**src/hw/rtl/cpsc_pkg.sv**
```systemverilog
// Control pilot state classifier: shared types and constants.
// Used by control_pilot_state_classifier_unit and cpsc_checker.
package cpsc_pkg;

  localparam int CODE_W = 12;
  localparam int MV_W   = 12;
  localparam int CNT_W  = 5;
  localparam int WINDOWS = 5;

  // code * 3300 / 4095 == code * 220 / 273; /273 by exact reciprocal
  localparam int SCALE_W  = 20;
  localparam int RECIP_W  = 21;
  localparam int MV_PROD_W = SCALE_W + RECIP_W;
  localparam logic [SCALE_W-1:0] MV_MUL   = 20'd220;
  localparam logic [RECIP_W-1:0] MV_RECIP = 21'd1966561;
  localparam int MV_SHIFT = 29;

  localparam int MV_MAX  = 3300;
  localparam int LOW_MAX = 249;

  localparam logic [MV_W-1:0] WIN_E_HI = 12'd250;
  localparam logic [MV_W-1:0] WIN_D_LO = 12'd250;
  localparam logic [MV_W-1:0] WIN_D_HI = 12'd750;
  localparam logic [MV_W-1:0] WIN_C_LO = 12'd1000;
  localparam logic [MV_W-1:0] WIN_C_HI = 12'd1500;
  localparam logic [MV_W-1:0] WIN_B_LO = 12'd1750;
  localparam logic [MV_W-1:0] WIN_B_HI = 12'd2250;
  localparam logic [MV_W-1:0] WIN_A_LO = 12'd2500;

  localparam int LOW_AVG_W = 8;
  localparam int AVG_W     = 12;
  localparam int PWM_W     = 11;
  localparam int STATUS_W  = 3;

  localparam int IN_DATA_W  = 40;
  localparam int OUT_DATA_W = 64;

  typedef enum logic [STATUS_W-1:0] {
    STATUS_A = 3'd0,
    STATUS_B = 3'd1,
    STATUS_C = 3'd2,
    STATUS_D = 3'd3,
    STATUS_E = 3'd4
  } status_t;

  // register map, selected by paddr[2]
  localparam logic REG_AMP_SEL    = 1'b0;
  localparam logic REG_WIN_THRESH = 1'b1;

  localparam logic [2:0] AMP_SEL_RST    = 3'd5;
  localparam logic [4:0] WIN_THRESH_RST = 5'd7;

  localparam logic [PWM_W-1:0] PWM_MAX = 11'd1963;

  // 3926 * duty / 100 for duty 0,8,10,16,25,30,40,50 %
  function automatic logic [PWM_W-1:0] pwm_lookup(input logic [2:0] level);
    logic [PWM_W-1:0] v;
    case (level)
      3'd0: v = 11'd0;
      3'd1: v = 11'd314;
      3'd2: v = 11'd392;
      3'd3: v = 11'd628;
      3'd4: v = 11'd981;
      3'd5: v = 11'd1177;
      3'd6: v = 11'd1570;
      3'd7: v = 11'd1963;
      default: v = 11'd0;
    endcase
    return v;
  endfunction

endpackage

```
**src/hw/rtl/control_pilot_state_classifier_unit.sv**
```systemverilog
// Control pilot state classifier: top level, scan accumulation and frame report.
// Depends on cpsc_pkg.
//
// channel | dir | handshake            | payload
// s_      | in  | s_tvalid / s_tready  | s_tdata: pilot, prox, battery codes
// m_      | out | m_tvalid / m_tready  | m_tdata: status, averages, pwm compare
// apb     | in  | psel/penable/pwrite  | paddr, pwdata, prdata
//
// One scan accepted per cycle while s_tready is high; m_tvalid rises once the last
// scan of a frame has passed the input, scaled, millivolt, snapshot and report registers.
// The millivolt conversion and the frame divide are reciprocal multiplies, each
// behind its own register stage.
// rst (synchronous) clears the frame, status and registers; no clearing pass.
// Input stalls only while a finished frame waits behind an untaken report.
module control_pilot_state_classifier_unit
  import cpsc_pkg::*;
#(
  parameter int FRAME_SAMPLES = 20
) (
  input  logic                  clk,
  input  logic                  rst,
  input  logic                  s_tvalid,
  output logic                  s_tready,
  // [11:0] pilot_code, [23:12] prox_code, [35:24] battery_code, [39:36] zero
  input  logic [IN_DATA_W-1:0]  s_tdata,
  output logic                  m_tvalid,
  input  logic                  m_tready,
  // [2:0] pilot_status, [10:3] pilot_low_avg, [22:11] pilot_high_avg,
  // [34:23] prox_avg, [46:35] battery_avg, [57:47] pwm_compare, [63:58] zero
  output logic [OUT_DATA_W-1:0] m_tdata,
  input  logic                  psel,
  input  logic                  penable,
  input  logic                  pwrite,
  input  logic [2:0]            paddr,
  input  logic [31:0]           pwdata,
  output logic [31:0]           prdata,
  output logic                  pready
);

  localparam int SUM_W     = $clog2(MV_MAX * FRAME_SAMPLES + 1);
  localparam int LOW_W     = $clog2(LOW_MAX * FRAME_SAMPLES + 1);
  localparam int DIV_SHIFT = SUM_W + CNT_W;
  localparam int DIV_RECIP = ((1 << DIV_SHIFT) + FRAME_SAMPLES - 1) / FRAME_SAMPLES;
  localparam logic [DIV_SHIFT:0] DIV_M = (DIV_SHIFT + 1)'(DIV_RECIP);
  localparam int HP_W = SUM_W + DIV_SHIFT + 1;
  localparam int LP_W = LOW_W + DIV_SHIFT + 1;
  localparam logic [CNT_W-1:0] LAST_SCAN = CNT_W'(FRAME_SAMPLES - 1);

  // configuration
  logic [2:0] amp_sel;
  logic [4:0] win_thresh;
  logic       cfg_write;

  assign pready    = 1'b1;
  assign cfg_write = psel && penable && pwrite && pready;

  always_ff @(posedge clk) begin
    if (rst) begin
      amp_sel    <= AMP_SEL_RST;
      win_thresh <= WIN_THRESH_RST;
    end else if (cfg_write) begin
      case (paddr[2])
        REG_AMP_SEL:    amp_sel    <= pwdata[2:0];
        REG_WIN_THRESH: win_thresh <= pwdata[4:0];
        default: ;
      endcase
    end
  end

  always_comb begin
    case (paddr[2])
      REG_AMP_SEL:    prdata = {29'd0, amp_sel};
      REG_WIN_THRESH: prdata = {27'd0, win_thresh};
      default:        prdata = 32'd0;
    endcase
  end

  // pipeline control
  logic adv;
  logic v1, v2, v3, fin_valid, out_valid;

  assign adv      = !(fin_valid && out_valid && !m_tready);
  assign s_tready = adv;

  // stage 1: input register
  logic [CODE_W-1:0] code1 [3];
  // stage 2: scaled codes
  logic [SCALE_W-1:0] scaled2 [3];
  // stage 3: millivolts
  logic [MV_W-1:0] mv3 [3];
  logic [MV_PROD_W-1:0] mv_prod [3];

  always_comb begin
    for (int c = 0; c < 3; c++) begin
      mv_prod[c] = MV_PROD_W'(scaled2[c]) * MV_PROD_W'(MV_RECIP);
    end
  end

  always_ff @(posedge clk) begin
    if (rst) begin
      v1 <= 1'b0;
      v2 <= 1'b0;
      v3 <= 1'b0;
    end else if (adv) begin
      v1 <= s_tvalid;
      v2 <= v1;
      v3 <= v2;
    end
  end

  always_ff @(posedge clk) begin
    if (adv) begin
      for (int c = 0; c < 3; c++) begin
        code1[c]   <= s_tdata[c*CODE_W +: CODE_W];
        scaled2[c] <= SCALE_W'(code1[c]) * MV_MUL;
        mv3[c]     <= mv_prod[c][MV_SHIFT +: MV_W];
      end
    end
  end

  // stage 4: frame accumulation
  logic [CNT_W-1:0] scan_count;
  logic [CNT_W-1:0] window_counts [WINDOWS];
  logic [CNT_W-1:0] window_counts_next [WINDOWS];
  logic [LOW_W-1:0] low_sum, low_sum_next;
  logic [SUM_W-1:0] high_sum, high_sum_next;
  logic [SUM_W-1:0] prox_sum, prox_sum_next;
  logic [SUM_W-1:0] battery_sum, battery_sum_next;
  status_t          status_reg, status_next;
  logic [WINDOWS-1:0] hit;
  logic             pilot_low;
  logic             frame_end;

  always_comb begin
    pilot_low     = mv3[0] < WIN_E_HI;
    hit[STATUS_E] = pilot_low;
    hit[STATUS_D] = (mv3[0] > WIN_D_LO) && (mv3[0] < WIN_D_HI);
    hit[STATUS_C] = (mv3[0] > WIN_C_LO) && (mv3[0] < WIN_C_HI);
    hit[STATUS_B] = (mv3[0] > WIN_B_LO) && (mv3[0] < WIN_B_HI);
    hit[STATUS_A] = mv3[0] > WIN_A_LO;
    for (int w = 0; w < WINDOWS; w++) begin
      window_counts_next[w] = window_counts[w] + CNT_W'(hit[w]);
    end
    low_sum_next     = pilot_low ? low_sum + LOW_W'(mv3[0]) : low_sum;
    high_sum_next    = pilot_low ? high_sum : high_sum + SUM_W'(mv3[0]);
    prox_sum_next    = prox_sum + SUM_W'(mv3[1]);
    battery_sum_next = battery_sum + SUM_W'(mv3[2]);
    frame_end        = scan_count == LAST_SCAN;
    status_next      = status_reg;
    for (int w = 0; w < WINDOWS; w++) begin
      if (window_counts_next[w] > win_thresh) begin
        status_next = status_t'(STATUS_W'(w));
      end
    end
  end

  always_ff @(posedge clk) begin
    if (rst) begin
      scan_count  <= '0;
      low_sum     <= '0;
      high_sum    <= '0;
      prox_sum    <= '0;
      battery_sum <= '0;
      status_reg  <= STATUS_A;
      for (int w = 0; w < WINDOWS; w++) begin
        window_counts[w] <= '0;
      end
    end else if (adv && v3) begin
      if (frame_end) begin
        scan_count  <= '0;
        low_sum     <= '0;
        high_sum    <= '0;
        prox_sum    <= '0;
        battery_sum <= '0;
        status_reg  <= status_next;
        for (int w = 0; w < WINDOWS; w++) begin
          window_counts[w] <= '0;
        end
      end else begin
        scan_count  <= scan_count + 1'b1;
        low_sum     <= low_sum_next;
        high_sum    <= high_sum_next;
        prox_sum    <= prox_sum_next;
        battery_sum <= battery_sum_next;
        window_counts <= window_counts_next;
      end
    end
  end

  // frame snapshot
  logic [LOW_W-1:0] fin_low;
  logic [SUM_W-1:0] fin_high, fin_prox, fin_battery;
  status_t          fin_status;

  always_ff @(posedge clk) begin
    if (rst) begin
      fin_valid <= 1'b0;
    end else if (adv) begin
      fin_valid <= v3 && frame_end;
    end
  end

  always_ff @(posedge clk) begin
    if (adv && v3 && frame_end) begin
      fin_low     <= low_sum_next;
      fin_high    <= high_sum_next;
      fin_prox    <= prox_sum_next;
      fin_battery <= battery_sum_next;
      fin_status  <= status_next;
    end
  end

  // stage 5: divide by frame length, report register
  logic [LP_W-1:0] low_prod;
  logic [HP_W-1:0] high_prod, prox_prod, battery_prod;
  logic [OUT_DATA_W-1:0] report;

  assign low_prod     = LP_W'(fin_low) * LP_W'(DIV_M);
  assign high_prod    = HP_W'(fin_high) * HP_W'(DIV_M);
  assign prox_prod    = HP_W'(fin_prox) * HP_W'(DIV_M);
  assign battery_prod = HP_W'(fin_battery) * HP_W'(DIV_M);

  assign report = {6'd0,
                   pwm_lookup(amp_sel),
                   battery_prod[DIV_SHIFT +: AVG_W],
                   prox_prod[DIV_SHIFT +: AVG_W],
                   high_prod[DIV_SHIFT +: AVG_W],
                   low_prod[DIV_SHIFT +: LOW_AVG_W],
                   fin_status};

  always_ff @(posedge clk) begin
    if (rst) begin
      out_valid <= 1'b0;
    end else if (adv && fin_valid) begin
      out_valid <= 1'b1;
    end else if (m_tready) begin
      out_valid <= 1'b0;
    end
  end

  always_ff @(posedge clk) begin
    if (adv && fin_valid) begin
      m_tdata <= report;
    end
  end

  assign m_tvalid = out_valid;

endmodule

```
**config.mk**
```make
export PLATFORM = sky130hd
export DESIGN_NAME = control_pilot_state_classifier_unit
export DESIGN_NICKNAME = d
export VERILOG_FILES = /design/src/hw/rtl/cpsc_pkg.sv /design/src/hw/rtl/control_pilot_state_classifier_unit.sv
export SDC_FILE = /design/constraint.sdc
export NUM_CORES = 2
export LEC_CHECK = 0
export BUFFER_PORTS_ARGS = -buffer_cell sky130_fd_sc_hd__buf_2
export CORE_MARGIN = 1
export CORE_UTILIZATION = 59
export CTS_CLUSTER_SIZE = 40
export DETAILED_ROUTE_END_ITERATION = 12
export PLACE_DENSITY_LB_ADDON = 0.12
export SYNTH_ARGS = -nofsm -noshare
export SYNTH_HDL_FRONTEND = slang
export SYNTH_SLANG_ARGS = --single-unit
```
**constraint.sdc**
```tcl
create_clock -name clk -period 6.55 [get_ports clk]
set_input_delay 0 -clock clk [delete_from_list [all_inputs] [get_ports clk]]
set_output_delay 0 -clock clk [all_outputs]
set_load 0.05 [all_outputs]
```
-- After elaboration in Yosys (flattened, before gate mapping)
Memory sizes are Yosys's and may differ from the RTL's. A register that Yosys moved wholly into a read port is not among the register bits.
Index checks and enable logic that the tools add are counted.
- register bits: 235
- memory bits (writable): 126
- ROM bits: 88
- bits of input ports: 82
- word-level logic and storage cells: 97
- memories kept: 4
- memory list (memory ; words ; width ; read ports ; clocked after memory_dff ; write ports ; RTL line ; source):
    (name not given) ; 8 ; 11 ; 1 ; 1 ; 0 ; cpsc_pkg.sv:58 ; case (level)
    scaled2 ; 3 ; 18 ; 3 ; 0 ; 3 ; control_pilot_state_classifier_unit.sv:88 ; logic [SCALE_W-1:0] scaled2 [3];
    code1 ; 3 ; 12 ; 3 ; 0 ; 3 ; control_pilot_state_classifier_unit.sv:86 ; logic [CODE_W-1:0] code1 [3];
    mv3 ; 3 ; 12 ; 3 ; 0 ; 3 ; control_pilot_state_classifier_unit.sv:90 ; logic [MV_W-1:0] mv3 [3];
- $add $sub $neg: 10
- multiply operators: 10
- $lt $le $gt $ge: 13
- equality and inequality tests: 1
- multiplexer cells: 17
- bitwise logic cells: 1
- reduce and logical (&&, ||, !) cells: 17
- operators by type and width (operator ; number):
    $mul A20 B21 Y41 const B ; 3
    $mul A17 B16 Y32 const B ; 3
    $mux W17 ; 4
    $pmux W32 S2 ; 1
    $mul A12 B6 Y18 const B ; 3
    $add A17 B12 Y17 ; 3
    $mul A13 B16 Y28 const B ; 1
    $mux W13 ; 2
    $add A5 B1 Y5 ; 5
    $gt A5 B5 Y1 ; 5
    $mux W25 ; 1
    $mux W3 ; 5
    $add A13 B12 Y13 ; 1
    $gt A12 B10 Y1 const B ; 1
    $gt A12 B11 Y1 const B ; 1
    $gt A12 B12 Y1 const B ; 1
    $gt A12 B8 Y1 const B ; 1
    $lt A12 B10 Y1 const B ; 1
    $lt A12 B11 Y1 const B ; 1
    $lt A12 B12 Y1 const B ; 1
    $lt A12 B8 Y1 const B ; 1
    $logic_and A1 B1 Y1 ; 11
    $reduce_and A2 Y1 ; 3
    $add A5 B1 Y5 const B ; 1
    6 further kinds ; 9

-- Logic depth before layout (Yosys ltp)
An unclocked memory read counts as a cell.
- depth in word-level cells: 9
- depth in mapped cells: 22

-- Worst setup path after synthesis
OpenSTA, ideal clock, no wires.
- path kind: reg2reg
- start: register out_valid (netlist: m_tvalid)
- end: register high_sum[15]
- library setup time: 135 ps
- data arrival time: 6299 ps
- required time: 6415 ps
- slack: 116 ps
- cell stages (with the launch flop): 10
- path buffers: 1
- cell sequence: dfxtp_1 > nor2b_1 > nand2_1 > and2_1 > clkbuf_1 > nand2_1 > inv_1 > nor2_1 > o311ai_0 > o41ai_1
- word-level cells in the longest chain between the ends: 4
- RTL lines (element ; RTL line ; source):
    start: declaration ; control_pilot_state_classifier_unit.sv:80 ; logic v1, v2, v3, fin_valid, out_valid;
    start signal: assignment ; control_pilot_state_classifier_unit.sv:233 ; out_valid <= 1'b0;
    start signal: assignment ; control_pilot_state_classifier_unit.sv:235 ; out_valid <= 1'b1;
    start signal: assignment ; control_pilot_state_classifier_unit.sv:237 ; out_valid <= 1'b0;
    $logic_and A1 B1 Y1 (2 in a row) ; control_pilot_state_classifier_unit.sv:82 ; assign adv = !(fin_valid && out_valid && !m_tready);
    $logic_not A1 Y1 ; control_pilot_state_classifier_unit.sv:82 ;
    named net s_tready ; control_pilot_state_classifier_unit.sv:23 ; output logic s_tready,
    $logic_and A1 B1 Y1 ; control_pilot_state_classifier_unit.sv:168 ; end else if (adv && v3) begin
    end signal: assignment ; control_pilot_state_classifier_unit.sv:182 ; high_sum <= high_sum_next;
    end: declaration ; control_pilot_state_classifier_unit.sv:126 ; logic [SUM_W-1:0] high_sum, high_sum_next;
The timed path passes the listed nets, and every way through them passes these cells.
A chain may end at the register's enable or synchronous reset.

==> flow_summary.toml <==
[layout]
largest_register = "m_tdata"
area_delta_synth_final_pct = 8.10
reg_top3 = "m_tdata (57), scaled2 (54)"
drive_gt1_share_pct = 4.96
antenna_cells = 0
largest_reg_flops = 57
nets = 6890
design_area_sq_um = 54500

[yosys]
synth_compound_area_share_pct = 8.49
synth_area_leader_cell = "ha_1"
synth.area.top_cells = "ha_1 28%, fa_1 24%, edfxtp_1 15%"
syn_area_per_cell_sq_um = 10.3
synth_top_family_by_area = "adder cells"
synth_top_area_share_pct = 28.4
ys_types = 82
async_reset_ff_share_pct = 0
synth-simple-area-share_pct = 6.16
synth_mux_area_share_pct = 0.390
syn-cell-area_sq_um = 50400
synth_xor_area_share_pct = 3.58
syn_inst = 4870
synth_edf_count = 250
yosysSeqAreaShare_pct = 19.3
synth_fa_ha_area_share_pct = 52.4
synth_flop_cell = "edfxtp_1"
synth.ff_latch_count = 360
ys_warn_count = 0

[global_route]
grt_pass1_wl_microns = 166000
grt_pass1_vias = 34400
antenna_found_initial = 0
grt_overflow_total = 0
grt_max_degree = 83
grt_use_total_pct = 23.8

[timing]
min_period_ps = 6270
clock.fmax_mhz = 159
period_share_pct = 95.8
fin_skew_ps = 31.7
final.setup.tns_ps = 0
finalSetupViolCount = 0
hold_viol_final = 0
timing.slew.headroom_pct = 29.1
rsz0062_at_grt = "true"
worstMarginPinSlew_ps = 1060
slew_violations = 0

[routing]
viasPerCell = 5.26
drc_errors = 0
ant_nets = 0
routed_wl_microns = 99000
drt_iter0_markers = 1400
drt-pass1-iter-count = 7
wl_per_cell_microns = 15.9
via_count = 32800

[worst_setup_path]
crit_buf_inv = 4
critPathKind = "reg -> reg"
cp_slowest_stage_delay_ps = 570
r2r-end = "mv3[0][22]$_DFFE_PN_"
required_ps = 6910
cp_max_fo = 4
reg2reg_depth = 20
path_common_cell = "fa_1"
critPathCaptureType = "flip-flop"
arrival_ps = 6630
ff2ff_setup_slack_ps = 280
slowest_stage = "fa_1"
path_cells = "fa_1 > inv_1 > fa_1 > fa_1 > inv_1 > fa_1 > inv_1 > fa_1 > inv_1 > fa_1 > ha_1 > ha_1 > a21o_1 > a21o_1 > a211oi_1 > o221ai_1 > a211oi_1 > o21ai_0 > a21oi_1 > xnor2_1"
r2r_start = "scaled2[0][33]$_DFFE_PN_"
path_delay_family = "adder cells"
cp-start-kind = "flip-flop"

[cts]
htreeDepth = 2
path_clk_slew_ps = 60
ctsRootBufferMaster = "clkbuf_16"
numCtsBuffers = 46
worstSkewPairLatency_ps = 630
cts_tree = "done"
cts_num_sinks = 360
cts_buffer_depth = 3

[hold_path]
min_path_type = "in -> reg"
holdCritStartpoint = "s_tdata[12]"
hold_end = "code1[0][12]$_DFFE_PN_"
hold_depth = 2

[placement]
routabilityCongestion = 0.956
numPortBuffers = 113
placed_cell_area_sq_um = 52200
dp_hpwl_microns = 83400

[die]
dieWidth_microns = 294
std_cell_rows = 106
io_pins = 181
core_region_area_sq_um = 84100
die_h_microns = 294
dieArea_sq_um = 86600
initial_core_util_pct = 59.9

[flow_run]
cap_violations = 0

[run_status]
outcome = "finished, final reports clean"
worst reg2reg max path, cell delays in order, from the launching register on:
cell,delay [ps]
edfxtp_1,410
fa_1,570
inv_1,60
fa_1,480
fa_1,550
inv_1,70
fa_1,500
inv_1,60
fa_1,540
inv_1,60
fa_1,420
ha_1,290
ha_1,350
a21o_1,180
a21o_1,180
a211oi_1,230
o221ai_1,160
a211oi_1,400
o21ai_0,220
a21oi_1,210
xnor2_1,90
cell usage in the layout, fill, tap and decap left out, drive strengths merged, types with 59 or more instances in the layout:
cell type     n
inv        1191
ha         1145
fa          604
edfxtp      250
nand2       168
nor2        166
a21oi       157
xnor2       140
buf         129
dfxtp       110
o21ai       110
nand3        74
a21o         74
xor2         66
clkbuf       59
Yosys cell counts, types with 18 or more instances:
library cell and n:
a21o_1 74, a21oi_1 157, a22oi_1 36, a31oi_1 23, and2_1 30, and3_1 21
buf_4 35, clkbuf_1 35, dfxtp_1 110, edfxtp_1 250, fa_1 604, ha_1 1145
inv_1 1187, nand2_1 168, nand3_1 74, nand4_1 25, nor2_1 165, nor2b_1 40
nor3_1 46, o211ai_1 18, o21a_1 29, o21ai_0 107, or3_1 24, xnor2_1 140
xor2_1 66
area by class of cell:
type	count	area, sq um
multi-input cells	3280	36000
fillers	6916	29600
clock inverters	27	354
flip-flops and latches	360	9710
clock buffers	59	1290
repair buffers	184	1240
well taps	1134	1420
inverters	1187	4460
logic make-up after synthesis:
kind of cell,after synthesis
AO/OA/AOI/OAI,628
XOR/XNOR,206
adder cells (fa/ha/maj),1749
buffers and inverters,1262
flip-flops,360
multiplexers,19
other,2
AND/OR/NAND/NOR,644
metal layers:
layer	share of wire [%]	up-vias	routed length, microns	global-route usage, %
met1	47	15700	46600	32.3
met3	3.5	122	3470	2.73
met5	0	-	0	0
met4	2.2	0	2180	5.82
met2	47	523	46700	40.6
li1	-	16400	-	-
worst max-delay path by stage:
stage                                         from                        end  cells after the start  slack [ps]
after detailed placement  scaled2[0][35]$_DFFE_PN_       mv3[0][23]$_DFFE_PN_                     20         170
after floorplan              m_tvalid$_SDFFE_PP0P_  high_sum[15]$_SDFFE_PP0P_                      9         120
after global routing      scaled2[0][33]$_DFFE_PN_       mv3[0][22]$_DFFE_PN_                     20         -50
after CTS                 scaled2[0][35]$_DFFE_PN_       mv3[0][23]$_DFFE_PN_                     20         120
after global placement    scaled2[0][35]$_DFFE_PN_       mv3[0][23]$_DFFE_PN_                     20         230
final                     scaled2[0][33]$_DFFE_PN_       mv3[0][22]$_DFFE_PN_                     20         280
repair_timing:
| action | 4_1_cts | 5_1_grt |
|---|---|---|
| hold buffers | 55 | 0 |
| resized for setup | 0 | 5 |
| setup buffers | 0 | 2 |
| endpoints found under the setup margin | 0 | 8 |
| endpoints found under the hold margin | 85 | 0 |
metrics by stage:
stage	util (%)	hold WS [ps]	cells	setup slack [ps]
floorplan	-	98.9	4902	116
global placement	62.1	177	6088	229
detailed placement	62.1	178	6088	166
CTS	64.7	39.7	6229	115
global route	64.8	64.5	6231	-46.3
finish	64.8	91.8	6231	276
Power is not shown: default switching activity piles up to over one toggle a cycle in this logic, so the estimate is an artifact.
